**src/design/ffra_pkg.sv**
```systemverilog
// ffra_pkg: shared types, codes and helpers of the first-fit range allocator
// used by the range cells, the top level and the port checker
// no dependencies
package ffra_pkg;

    localparam int unsigned MAX_RANGES_DEF = 16;
    localparam logic [31:0] POOL_RESET     = 32'd8 * 32'd1024 * 32'd1024;

    localparam logic FUNC_ALLOC = 1'b0;
    localparam logic FUNC_FREE  = 1'b1;

    typedef enum logic [1:0] {
        ST_OK    = 2'd0,
        ST_NOFIT = 2'd1,
        ST_FREED = 2'd2,
        ST_FULL  = 2'd3
    } status_t;

    typedef enum logic [2:0] {
        OP_NOP    = 3'd0,
        OP_INIT   = 3'd1,
        OP_ROT    = 3'd2,
        OP_WRITE  = 3'd3,
        OP_REMOVE = 3'd4,
        OP_INSERT = 3'd5
    } cell_op_t;

    typedef struct packed {
        logic [31:0] start;
        logic [31:0] len;
    } entry_t;

    typedef struct packed {
        cell_op_t    op;
        logic [31:0] start;
        logic [31:0] len;
    } cell_cmd_t;

    typedef struct packed {
        logic        func;
        logic [31:0] req_size;
        logic [31:0] req_offset;
    } req_t;

    typedef struct packed {
        status_t     status;
        logic [31:0] result_offset;
        logic [31:0] bytes_in_use;
    } result_t;

    // saturating 32-bit add
    function automatic logic [31:0] sat_add(input logic [31:0] a, input logic [31:0] b);
        logic [32:0] s;
        s = {1'b0, a} + {1'b0, b};
        return s[32] ? 32'hFFFF_FFFF : s[31:0];
    endfunction

endpackage

```
**src/design/first_fit_range_allocator_top.sv**
```systemverilog
// first_fit_range_allocator_top: sequencer plus a ring of range cells
// depends on ffra_pkg and ffra_cell
//
// usage
//   request channel: drive req and pulse start while busy is low; the request
//     is taken at that edge and busy stays high until the answer is out
//   result channel: done is high for exactly one cycle with result; the
//     receiver cannot stall, so it must take the result in that cycle
//   config channel: cfg_valid/cfg_ready write the pool size; cfg_ready is high
//     while idle and no request is being started, and a write reseeds the
//     table with one free range [0, pool size) and clears the byte count
//   reset: the table holds one range [0, 8 MiB), byte count zero, block idle
// timing
//   the ring rotates one slot per cycle past a head comparator, and a pass
//     visits every slot; a second pass places a range in order
//   (split on allocate, insert or moved range on free)
//   of the one-pass requests, the slowest is a free that joins both neighbors
//   busy is low in the cycle done is high, so a new request can be taken then
module first_fit_range_allocator_top
    import ffra_pkg::*;
#(
    parameter int unsigned MAX_RANGES = MAX_RANGES_DEF
) (
    input  logic        clk,
    input  logic        rst_n,
    input  logic        start,
    output logic        busy,
    input  req_t        req,
    output logic        done,
    output result_t     result,
    input  logic        cfg_valid,
    output logic        cfg_ready,
    input  logic [31:0] cfg_data
);

    localparam int unsigned KW = $clog2(MAX_RANGES);
    localparam int unsigned CW = $clog2(MAX_RANGES + 1);
    localparam logic [KW-1:0] LAST_K = KW'(MAX_RANGES - 1);
    localparam logic [CW-1:0] FULL_COUNT = CW'(MAX_RANGES);

    // sequencer states
    typedef enum logic [9:0] {
        S_IDLE    = 10'b00_0000_0001,
        S_SCAN    = 10'b00_0000_0010,
        S_DECIDE  = 10'b00_0000_0100,
        S_MERGE   = 10'b00_0000_1000,
        S_WRITE   = 10'b00_0001_0000,
        S_REMOVE  = 10'b00_0010_0000,
        S_PSCAN   = 10'b00_0100_0000,
        S_PDECIDE = 10'b00_1000_0000,
        S_DONE    = 10'b01_0000_0000,
        S_SPARE   = 10'b10_0000_0000
    } state_t;

    state_t state_reg, state_next;

    // ring of cells, slot 0 is the head seen by the comparators
    entry_t        cell_q [MAX_RANGES];
    cell_cmd_t     cmd;
    logic [KW-1:0] cmd_idx;

    genvar gi;
    generate
        for (gi = 0; gi < MAX_RANGES; gi++)
        begin : g_cell
            ffra_cell #(
                .MAX_RANGES (MAX_RANGES),
                .IDX        (gi)
            ) u_cell (
                .clk        (clk),
                .rst_n      (rst_n),
                .cmd        (cmd),
                .cmd_idx    (cmd_idx),
                .prev_entry (cell_q[(gi + MAX_RANGES - 1) % MAX_RANGES]),
                .next_entry (cell_q[(gi + 1) % MAX_RANGES]),
                .entry      (cell_q[gi])
            );
        end
    endgenerate

    // request and bookkeeping registers
    logic [KW-1:0] k_reg, k_next;
    logic [CW-1:0] count_reg, count_next;
    logic [31:0]   used_reg, used_next;
    logic          func_reg, func_next;
    logic [31:0]   size_reg, size_next;
    logic [31:0]   off_reg, off_next;
    logic [32:0]   upper_reg, upper_next;

    // first-pass search results
    logic          found_reg, found_next;
    logic [KW-1:0] idx_reg, idx_next;
    logic [31:0]   hit_start_reg, hit_start_next;
    logic [31:0]   hit_len_reg, hit_len_next;
    logic          done1_reg, done1_next;
    logic          inside_reg, inside_next;
    logic          joined_reg, joined_next;
    logic [KW-1:0] low_idx_reg, low_idx_next;
    logic [31:0]   low_len_reg, low_len_next;

    // pending edit
    logic          do_remove_reg, do_remove_next;
    logic          do_place_reg, do_place_next;
    logic [31:0]   pend_start_reg, pend_start_next;
    logic [31:0]   pend_len_reg, pend_len_next;

    // place search results
    logic          pfound_reg, pfound_next;
    logic          peq_reg, peq_next;
    logic [KW-1:0] pj_reg, pj_next;

    status_t       status_reg, status_next;
    logic [31:0]   roff_reg, roff_next;

    logic          done_reg, done_next;
    result_t       result_reg, result_next;

    // head comparisons
    entry_t        head;
    logic [32:0]   head_end;
    logic          in_range;
    logic [KW-1:0] place_idx;
    logic [31:0]   used_upd;

    assign head     = cell_q[0];
    assign head_end = {1'b0, head.start} + {1'b0, head.len};
    assign in_range = (CW'(k_reg) < count_reg);
    assign place_idx = pfound_reg ? pj_reg : count_reg[KW-1:0];

    always_comb
    begin
        if (status_reg != ST_OK)
        begin
            used_upd = used_reg;
        end
        else if (func_reg == FUNC_FREE)
        begin
            used_upd = used_reg - size_reg;
        end
        else
        begin
            used_upd = used_reg + size_reg;
        end
    end

    always_comb
    begin
        state_next      = state_reg;
        k_next          = k_reg;
        count_next      = count_reg;
        used_next       = used_reg;
        func_next       = func_reg;
        size_next       = size_reg;
        off_next        = off_reg;
        upper_next      = upper_reg;
        found_next      = found_reg;
        idx_next        = idx_reg;
        hit_start_next  = hit_start_reg;
        hit_len_next    = hit_len_reg;
        done1_next      = done1_reg;
        inside_next     = inside_reg;
        joined_next     = joined_reg;
        low_idx_next    = low_idx_reg;
        low_len_next    = low_len_reg;
        do_remove_next  = do_remove_reg;
        do_place_next   = do_place_reg;
        pend_start_next = pend_start_reg;
        pend_len_next   = pend_len_reg;
        pfound_next     = pfound_reg;
        peq_next        = peq_reg;
        pj_next         = pj_reg;
        status_next     = status_reg;
        roff_next       = roff_reg;
        done_next       = 1'b0;
        result_next     = result_reg;
        cmd.op          = OP_NOP;
        cmd.start       = pend_start_reg;
        cmd.len         = pend_len_reg;
        cmd_idx         = idx_reg;

        unique case (state_reg)
            S_IDLE:
            begin
                if (start)
                begin
                    func_next      = req.func;
                    size_next      = req.req_size;
                    off_next       = req.req_offset;
                    upper_next     = {1'b0, req.req_offset} + {1'b0, req.req_size};
                    k_next         = '0;
                    found_next     = 1'b0;
                    done1_next     = 1'b0;
                    inside_next    = 1'b0;
                    joined_next    = 1'b0;
                    pfound_next    = 1'b0;
                    peq_next       = 1'b0;
                    do_remove_next = 1'b0;
                    do_place_next  = 1'b0;
                    roff_next      = '0;
                    status_next    = ST_OK;
                    state_next     = S_SCAN;
                end
                else if (cfg_valid)
                begin
                    // reseed the table
                    cmd.op     = OP_INIT;
                    cmd.len    = cfg_data;
                    count_next = CW'(1);
                    used_next  = '0;
                end
            end
            S_SCAN:
            begin
                cmd.op = OP_ROT;
                if (in_range)
                begin
                    if (func_reg == FUNC_ALLOC)
                    begin
                        // first range long enough
                        if (!found_reg && head.len >= size_reg)
                        begin
                            found_next     = 1'b1;
                            idx_next       = k_reg;
                            hit_start_next = head.start;
                            hit_len_next   = head.len;
                        end
                    end
                    else
                    begin
                        // containment and lower neighbor, stops at first hit
                        if (!done1_reg)
                        begin
                            if ({1'b0, head.start} <= {1'b0, off_reg} && head_end >= upper_reg)
                            begin
                                inside_next = 1'b1;
                                done1_next  = 1'b1;
                            end
                            else if (head_end == {1'b0, off_reg})
                            begin
                                joined_next  = 1'b1;
                                low_idx_next = k_reg;
                                low_len_next = head.len;
                                done1_next   = 1'b1;
                            end
                        end
                        // upper neighbor
                        if (!found_reg && {1'b0, head.start} == upper_reg)
                        begin
                            found_next   = 1'b1;
                            idx_next     = k_reg;
                            hit_len_next = head.len;
                        end
                    end
                end
                if (k_reg == LAST_K)
                begin
                    k_next     = '0;
                    state_next = S_DECIDE;
                end
                else
                begin
                    k_next = KW'(k_reg + 1'b1);
                end
            end
            S_DECIDE:
            begin
                if (func_reg == FUNC_ALLOC)
                begin
                    if (!found_reg)
                    begin
                        status_next = ST_NOFIT;
                        state_next  = S_DONE;
                    end
                    else
                    begin
                        // take the front, leave the tail as a new range
                        roff_next       = hit_start_reg;
                        do_remove_next  = 1'b1;
                        do_place_next   = (hit_len_reg != size_reg);
                        pend_start_next = hit_start_reg + size_reg;
                        pend_len_next   = hit_len_reg - size_reg;
                        state_next      = S_REMOVE;
                    end
                end
                else if (inside_reg)
                begin
                    status_next = ST_FREED;
                    state_next  = S_DONE;
                end
                else if (joined_reg)
                begin
                    pend_len_next = sat_add(low_len_reg, size_reg);
                    if (found_reg && idx_reg != low_idx_reg)
                    begin
                        // bridge both neighbors
                        do_remove_next = 1'b1;
                        state_next     = S_MERGE;
                    end
                    else
                    begin
                        state_next = S_WRITE;
                    end
                end
                else if (found_reg)
                begin
                    // upper neighbor moves down to the freed start
                    pend_len_next   = sat_add(hit_len_reg, size_reg);
                    pend_start_next = off_reg;
                    do_remove_next  = 1'b1;
                    do_place_next   = 1'b1;
                    state_next      = S_REMOVE;
                end
                else
                begin
                    pend_start_next = off_reg;
                    pend_len_next   = size_reg;
                    do_place_next   = 1'b1;
                    state_next      = S_PSCAN;
                end
            end
            S_MERGE:
            begin
                pend_len_next = sat_add(pend_len_reg, hit_len_reg);
                state_next    = S_WRITE;
            end
            S_WRITE:
            begin
                cmd.op     = OP_WRITE;
                cmd_idx    = low_idx_reg;
                state_next = do_remove_reg ? S_REMOVE : S_DONE;
            end
            S_REMOVE:
            begin
                cmd.op     = OP_REMOVE;
                cmd_idx    = idx_reg;
                count_next = CW'(count_reg - 1'b1);
                state_next = do_place_reg ? S_PSCAN : S_DONE;
            end
            S_PSCAN:
            begin
                cmd.op = OP_ROT;
                // first slot whose start is not below the new start
                if (in_range && !pfound_reg && head.start >= pend_start_reg)
                begin
                    pfound_next = 1'b1;
                    pj_next     = k_reg;
                    peq_next    = (head.start == pend_start_reg);
                end
                if (k_reg == LAST_K)
                begin
                    k_next     = '0;
                    state_next = S_PDECIDE;
                end
                else
                begin
                    k_next = KW'(k_reg + 1'b1);
                end
            end
            S_PDECIDE:
            begin
                cmd_idx = place_idx;
                if (pfound_reg && peq_reg)
                begin
                    // same start: overwrite the length
                    cmd.op = OP_WRITE;
                end
                else if (count_reg == FULL_COUNT)
                begin
                    status_next = ST_FULL;
                end
                else
                begin
                    cmd.op     = OP_INSERT;
                    count_next = CW'(count_reg + 1'b1);
                end
                state_next = S_DONE;
            end
            S_DONE:
            begin
                used_next                 = used_upd;
                done_next                 = 1'b1;
                result_next.status        = status_reg;
                result_next.result_offset =
                    (func_reg == FUNC_ALLOC && status_reg == ST_OK) ? roff_reg : '0;
                result_next.bytes_in_use  = used_upd;
                state_next                = S_IDLE;
            end
            default:
            begin
                state_next = S_IDLE;
            end
        endcase
    end

    // control state
    always_ff @(posedge clk or negedge rst_n)
    begin
        if (!rst_n)
        begin
            state_reg <= S_IDLE;
            k_reg     <= '0;
            count_reg <= CW'(1);
            used_reg  <= '0;
            done_reg  <= 1'b0;
        end
        else
        begin
            state_reg <= state_next;
            k_reg     <= k_next;
            count_reg <= count_next;
            used_reg  <= used_next;
            done_reg  <= done_next;
        end
    end

    // payload
    always_ff @(posedge clk)
    begin
        func_reg       <= func_next;
        size_reg       <= size_next;
        off_reg        <= off_next;
        upper_reg      <= upper_next;
        found_reg      <= found_next;
        idx_reg        <= idx_next;
        hit_start_reg  <= hit_start_next;
        hit_len_reg    <= hit_len_next;
        done1_reg      <= done1_next;
        inside_reg     <= inside_next;
        joined_reg     <= joined_next;
        low_idx_reg    <= low_idx_next;
        low_len_reg    <= low_len_next;
        do_remove_reg  <= do_remove_next;
        do_place_reg   <= do_place_next;
        pend_start_reg <= pend_start_next;
        pend_len_reg   <= pend_len_next;
        pfound_reg     <= pfound_next;
        peq_reg        <= peq_next;
        pj_reg         <= pj_next;
        status_reg     <= status_next;
        roff_reg       <= roff_next;
        result_reg     <= result_next;
    end

    assign busy      = (state_reg != S_IDLE);
    // a request being started wins over a config write
    assign cfg_ready = (state_reg == S_IDLE) && !start;
    assign done      = done_reg;
    assign result    = result_reg;

endmodule

```
**src/design/ffra_cell.sv**
```systemverilog
// ffra_cell: one slot of the free-range table, part of a ring of cells
// depends on ffra_pkg
module ffra_cell
    import ffra_pkg::*;
#(
    parameter int unsigned MAX_RANGES = MAX_RANGES_DEF,
    parameter int unsigned IDX        = 0
) (
    input  logic                          clk,
    input  logic                          rst_n,
    input  cell_cmd_t                     cmd,
    input  logic [$clog2(MAX_RANGES)-1:0] cmd_idx,
    input  entry_t                        prev_entry,
    input  entry_t                        next_entry,
    output entry_t                        entry
);

    localparam int unsigned IDX_W = $clog2(MAX_RANGES);
    localparam logic [IDX_W-1:0] MY_IDX = IDX_W'(IDX);
    localparam logic IS_HEAD = (IDX == 0);
    localparam logic IS_LAST = (IDX == MAX_RANGES - 1);

    entry_t entry_reg;
    entry_t entry_next;

    always_comb
    begin
        entry_next = entry_reg;
        case (cmd.op)
            OP_INIT:
            begin
                entry_next.start = '0;
                entry_next.len   = IS_HEAD ? cmd.len : '0;
            end
            OP_ROT:
            begin
                entry_next = next_entry;
            end
            OP_WRITE:
            begin
                if (cmd_idx == MY_IDX)
                begin
                    entry_next.len = cmd.len;
                end
            end
            OP_REMOVE:
            begin
                // close the gap: everything from the removed slot moves down
                if (cmd_idx <= MY_IDX)
                begin
                    entry_next = IS_LAST ? entry_t'('0) : next_entry;
                end
            end
            OP_INSERT:
            begin
                // open a gap at the insert slot
                if (cmd_idx == MY_IDX)
                begin
                    entry_next.start = cmd.start;
                    entry_next.len   = cmd.len;
                end
                else if (cmd_idx < MY_IDX)
                begin
                    entry_next = prev_entry;
                end
            end
            default:
            begin
                entry_next = entry_reg;
            end
        endcase
    end

    always_ff @(posedge clk or negedge rst_n)
    begin
        if (!rst_n)
        begin
            entry_reg.start <= '0;
            entry_reg.len   <= IS_HEAD ? POOL_RESET : '0;
        end
        else
        begin
            entry_reg <= entry_next;
        end
    end

    assign entry = entry_reg;

endmodule

```
**config.mk**
```make
export PLATFORM = sky130hd
export DESIGN_NAME = first_fit_range_allocator_top
export DESIGN_NICKNAME = d
export VERILOG_FILES = /design/src/design/ffra_pkg.sv /design/src/design/first_fit_range_allocator_top.sv /design/src/design/ffra_cell.sv
export SDC_FILE = /design/constraint.sdc
export NUM_CORES = 2
export LEC_CHECK = 0
export CAP_MARGIN = 10
export CORE_MARGIN = 2
export CORE_UTILIZATION = 50
export CTS_BUF_LIST = sky130_fd_sc_hd__clkbuf_16
export DETAILED_ROUTE_END_ITERATION = 10
export DONT_BUFFER_PORTS = 1
export GPL_TIMING_DRIVEN = 0
export SYNTH_ARGS = -nofsm -noshare
export SYNTH_HDL_FRONTEND = slang
export SYNTH_SLANG_ARGS = --single-unit
export TNS_END_PERCENT = 5
```
**constraint.sdc**
```tcl
create_clock -name clk -period 6.75 [get_ports clk]
set_input_delay 1.0125 -clock clk [delete_from_list [all_inputs] [get_ports clk]]
set_output_delay 1.0125 -clock clk [all_outputs]
set_load 0.01 [all_outputs]
```
==> impl.org <==
** Floorplan
- Die height :: 428 µm
- In this run the count of I/O pins placed on the die edge is 170.
- The die covers about 180,000 µm².
- Die width :: 428 µm
- Initial core utilization :: 50.3%
- Core Rows :: 155
- Area of the core :: 178,000 µm²

** Critical path
- R2R depth :: 21
- The worst setup path is of the flip-flop to flip-flop kind.
- The endpoint identified for the worst register-to-register timing path is low_len_reg[9].
- Setup crit end kind :: flip-flop
- Arrival time reported for the critical path endpoint :: ~7.0 ns
- Worst endpoint required time :: between 7 and 8 ns
- In this run the register-to-register setup slack is 0.27 ns.
- FF-to-FF Start :: g_cell[0].u_cell.entry[6]
- Along the worst path, the maximum fanout reaches 32.
- STA classifies the critical path startpoint as a flip-flop.

** Detailed routing
- In the routed design, unresolved DRC markers number 0.
- Number of vias after detailed routing :: 88,800
- The first detailed-routing pass took 8 iterations.
- The count of nets left with antenna violations once routing finished came out at 0.
- The routed design has 397 mm of wire.
- Routed wire length per instance :: 29.1 µm
- After the first detailed-routing iteration, the DRC count stood at 12,300.
- Dividing the detail-routed via count by the number of cells gives 6.50.

** Yosys
- In this run, synthesis inferred 378 flip-flops with an integrated enable.
- The synthesized netlist devotes 27.0% of its cell area to compound gates.
- Among all flip-flop cells after synthesis, the most frequent one is sky130_fd_sc_hd__dfrtp_1.
- Netlist area before placement :: 89,700 µm²
- #FFs+latches synth :: 1,453
- Counting flops with an async set or reset pin after synthesis yields a share of 74.0%.
- By area, the combinational part of the netlist is dominated by compound AO/OA/AOI/OAI gates.
- Synth Area per Inst :: 8.19 µm²
- In this run the biggest area consumer among cell types represents between 20% and 30% of the synthesized area.
- The synthesized netlist devotes roughly 16% of its cell area to simple gates.
- After Yosys synthesis, XOR and XNOR cells account for ~3% of the synthesized area.
- Cells taking the most area after synthesis :: sky130_fd_sc_hd__dfrtp_1 (30%), sky130_fd_sc_hd__edfxtp_1 (13%), sky130_fd_sc_hd__nand2_1 (9.7%)
- Multiplexer cells account for 0.532% of the synthesized area.
- Yosys warnings :: 0
- sky130_fd_sc_hd__dfrtp_1 takes more of the synthesized area than any other cell.
- After synthesis, the netlist uses 106 different library cells.
- Number of nets in the synthesized netlist :: 11,400
- The share of the Yosys chip area taken by registers is 42.7%.
- Synthesized netlist cell count :: 10,900
- Adder and majority gate portion of the synthesized area :: 5.64%

** Placed design
- Buffers placed on the I/O ports in this run total 0.
- Weighted congestion at the end of routability-driven global placement :: around 1.0
- Timing analysis after detailed placement gives a worst setup slack of 0.0296 ns.
- Detailed placement finished with a half-perimeter wire length of 315 mm.

** Global routing
- For this run, the total global-route usage over all layers was measured as approximately 42%.
- The number of global-route vias before repair is 82,700.
- Summed over all layers, the global routing overflow is 0.
- First-pass GRT wire length :: 569 mm
- Pin count of the biggest net entering global routing :: roughly 240
- The number of antenna violations at the first check in global routing was 19.

** STA
- The worst path uses just under 100% of the clock period.
- Setup Viol. Count Final :: 0
- Slew HR :: under 10%
- Final hold vios :: 0
- Fin Hold WS :: ~0.047 ns
- Across the routed clock network, the largest skew measured is between 0.04 and 0.05 ns.
- The clock period could shrink to 6.48 ns.
- Slew of the pin with the lowest slew margin :: approximately 1.3 ns
- Achievable clock frequency :: 0.154 GHz
- Setup repair after global routing left no endpoint under its margin.
- The number of slew-limit violations in the final report came to 0.
- For the final routed database, the setup TNS stands at 0 ns.
- Worst setup margin :: 0.268 ns

** Clocking
- After clock tree synthesis, the clock-pin slew on the worst setup and hold paths is 0.06 ns.
- No sink is reached through more buffers than the 3 on the longest clock path.
- In this run, CTS created clock tree buffers numbering 166.
- Buffer cell driving the clock tree root :: sky130_fd_sc_hd__clkbuf_16
- # Post-CTS Setup Buffers :: 0
- Clock sink count :: ~1,500
- The H-tree was split into 4 levels.
- TritonCTS built the clock tree.
- Clk Latency, worst-skew pair :: 0.87 ns

** Power and ir drop
- Power spread over the standard cell area amounts to 391 nW/µm².
- The clock network is responsible for 23.1% of the overall power.
- Net switching power figure :: 0.0174 W
- Sequential fraction of design power :: 40.1%
- Across the VDD grid, the largest voltage drop is 0.313 mV.
- The analysis attributes to cell leakage a power of 39.2 nW.
- The internal power of the cells totals 0.0211 W.
- Part of the power in combinational logic :: 36.7%
- Sw Share :: 45.3%

** Finish
- The register with the most flip-flops in the layout has 1,024 of them.
- The area growth from synthesis to layout is 9.81%.
- At the end of the flow the core is filled with cells to 55.2%.
- Layout cells sized above 1 :: 4.59%
- Final Net Count :: 11,600
- The top cell types in the final layout, fill and taps aside, are sky130_fd_sc_hd__nand2_1 (2,311), sky130_fd_sc_hd__a21oi_1 (1,690), sky130_fd_sc_hd__o21ai_0 (1,215).
- The library cell used most frequently in the layout, excluding fill and tap cells, is sky130_fd_sc_hd__nand2_1.

** Job
- Max-cap violations in this run came to 0.

** Hold path
- The path class of the tightest hold or removal check is input pin to async pin.

** Run status
- Status :: finished clean
-- through the flow --
step / area (µm²) / total power [W] / cells
after global placement: 92600 / 0.0284 / 13300
after CTS: 98300 / 0.0377 / 13600
after detailed placement: 93100 / 0.0289 / 13300
final: 98500 / 0.0385 / 13700
after global routing: 98400 / 0.0401 / 13600
after floorplan: 89700 / 0.0227 / 10900
-- layer usage --
metal	global-route usage, %	part of all wire [%]	vias to the layer above
met5	0	0.0086	-
met4	19.7	5.0	4
met1	60.0	41	42700
met2	60.6	41	5842
li1	-	-	39500
met3	11.0	12	751
-- worst max-delay path by stage --
stage | start | endpoint | slack, ns | cells after the start
global route | g_cell[0].u_cell.entry[6] | low_len_reg[13] | 0.007 | 21
detailed placement | g_cell[0].u_cell.entry[6] | low_len_reg[0] | 0.03 | 20
global placement | g_cell[0].u_cell.entry[6] | low_len_reg[2] | -2.01 | 20
finish | g_cell[0].u_cell.entry[6] | low_len_reg[9] | 0.27 | 21
CTS | g_cell[0].u_cell.entry[6] | low_len_reg[27] | 0.11 | 20
floorplan | g_cell[0].u_cell.entry[1] | low_idx_reg[0] | 0.84 | 21
-- layout make-up --
type                       instances  area (µm²)
antenna                           28        70.1
clock buffer                     169        4230
multi-input combinational       8406       47200
sequential                      1453       38300
tap                             2355        2950
clock inverter                   126         916
fill                           16700       80000
timing repair buffer              33         538
buffer                           875        3490
inverter                         209         787
-- critical path, stage by stage (launching register included) --
cell	delay, ns
sky130_fd_sc_hd__dfrtp_1	0.95
sky130_fd_sc_hd__ha_2	0.42
sky130_fd_sc_hd__o21ai_0	0.16
sky130_fd_sc_hd__nor3_2	0.40
sky130_fd_sc_hd__o21ai_0	0.36
sky130_fd_sc_hd__a21oi_4	0.39
sky130_fd_sc_hd__a31oi_1	0.22
sky130_fd_sc_hd__a21boi_0	0.37
sky130_fd_sc_hd__o21a_1	0.22
sky130_fd_sc_hd__o21ai_0	0.09
sky130_fd_sc_hd__nand2_1	0.14
sky130_fd_sc_hd__a21oi_1	0.08
sky130_fd_sc_hd__o21bai_1	0.18
sky130_fd_sc_hd__ha_1	0.27
sky130_fd_sc_hd__nand2_1	0.08
sky130_fd_sc_hd__or3_1	0.13
sky130_fd_sc_hd__nor2_1	0.05
sky130_fd_sc_hd__a2111oi_0	0.40
sky130_fd_sc_hd__a22o_1	0.38
sky130_fd_sc_hd__nand4b_1	0.22
sky130_fd_sc_hd__nor2_4	0.32
sky130_fd_sc_hd__buf_12	0.26
-- timing repair --
action                                  4_1_cts  5_1_grt
pin swaps                                     0        0
endpoints found under the setup margin       32       36
endpoints found under the hold margin        90        0
resized for setup                             1        6
hold buffers                                  1        0
-- cell families after synthesis --
kind of cell,after synthesis
AOI/OAI and AO/OA,4090
and+or+nand+nor,3560
DFF,1453
buffers and inverters,1084
adders and majority gates,399
xor gates and xnor gates,310
muxes,47
-- cell usage after synthesis (138+ instances only) --
library cell / count
sky130_fd_sc_hd__inv_1: 205
sky130_fd_sc_hd__dfrtp_1: 1072
sky130_fd_sc_hd__nand2_1: 2312
sky130_fd_sc_hd__ha_1: 390
sky130_fd_sc_hd__clkbuf_1: 626
sky130_fd_sc_hd__a21oi_1: 1692
sky130_fd_sc_hd__buf_2: 138
sky130_fd_sc_hd__xnor2_1: 200
sky130_fd_sc_hd__nor2_1: 737
sky130_fd_sc_hd__a221oi_1: 490
sky130_fd_sc_hd__o21ai_0: 1216
sky130_fd_sc_hd__edfxtp_1: 378
-- power by group through the flow --
stage                     Sequential, W  Clock [W]  Combinational (W)
after floorplan                  0.0133          0            0.00939
final                            0.0154    0.00891             0.0141
after global placement           0.0152          0             0.0131
after detailed placement         0.0152          0             0.0136
after CTS                        0.0151    0.00888             0.0137
after global routing             0.0155    0.00922             0.0154
(Power assumes the default switching activity.)
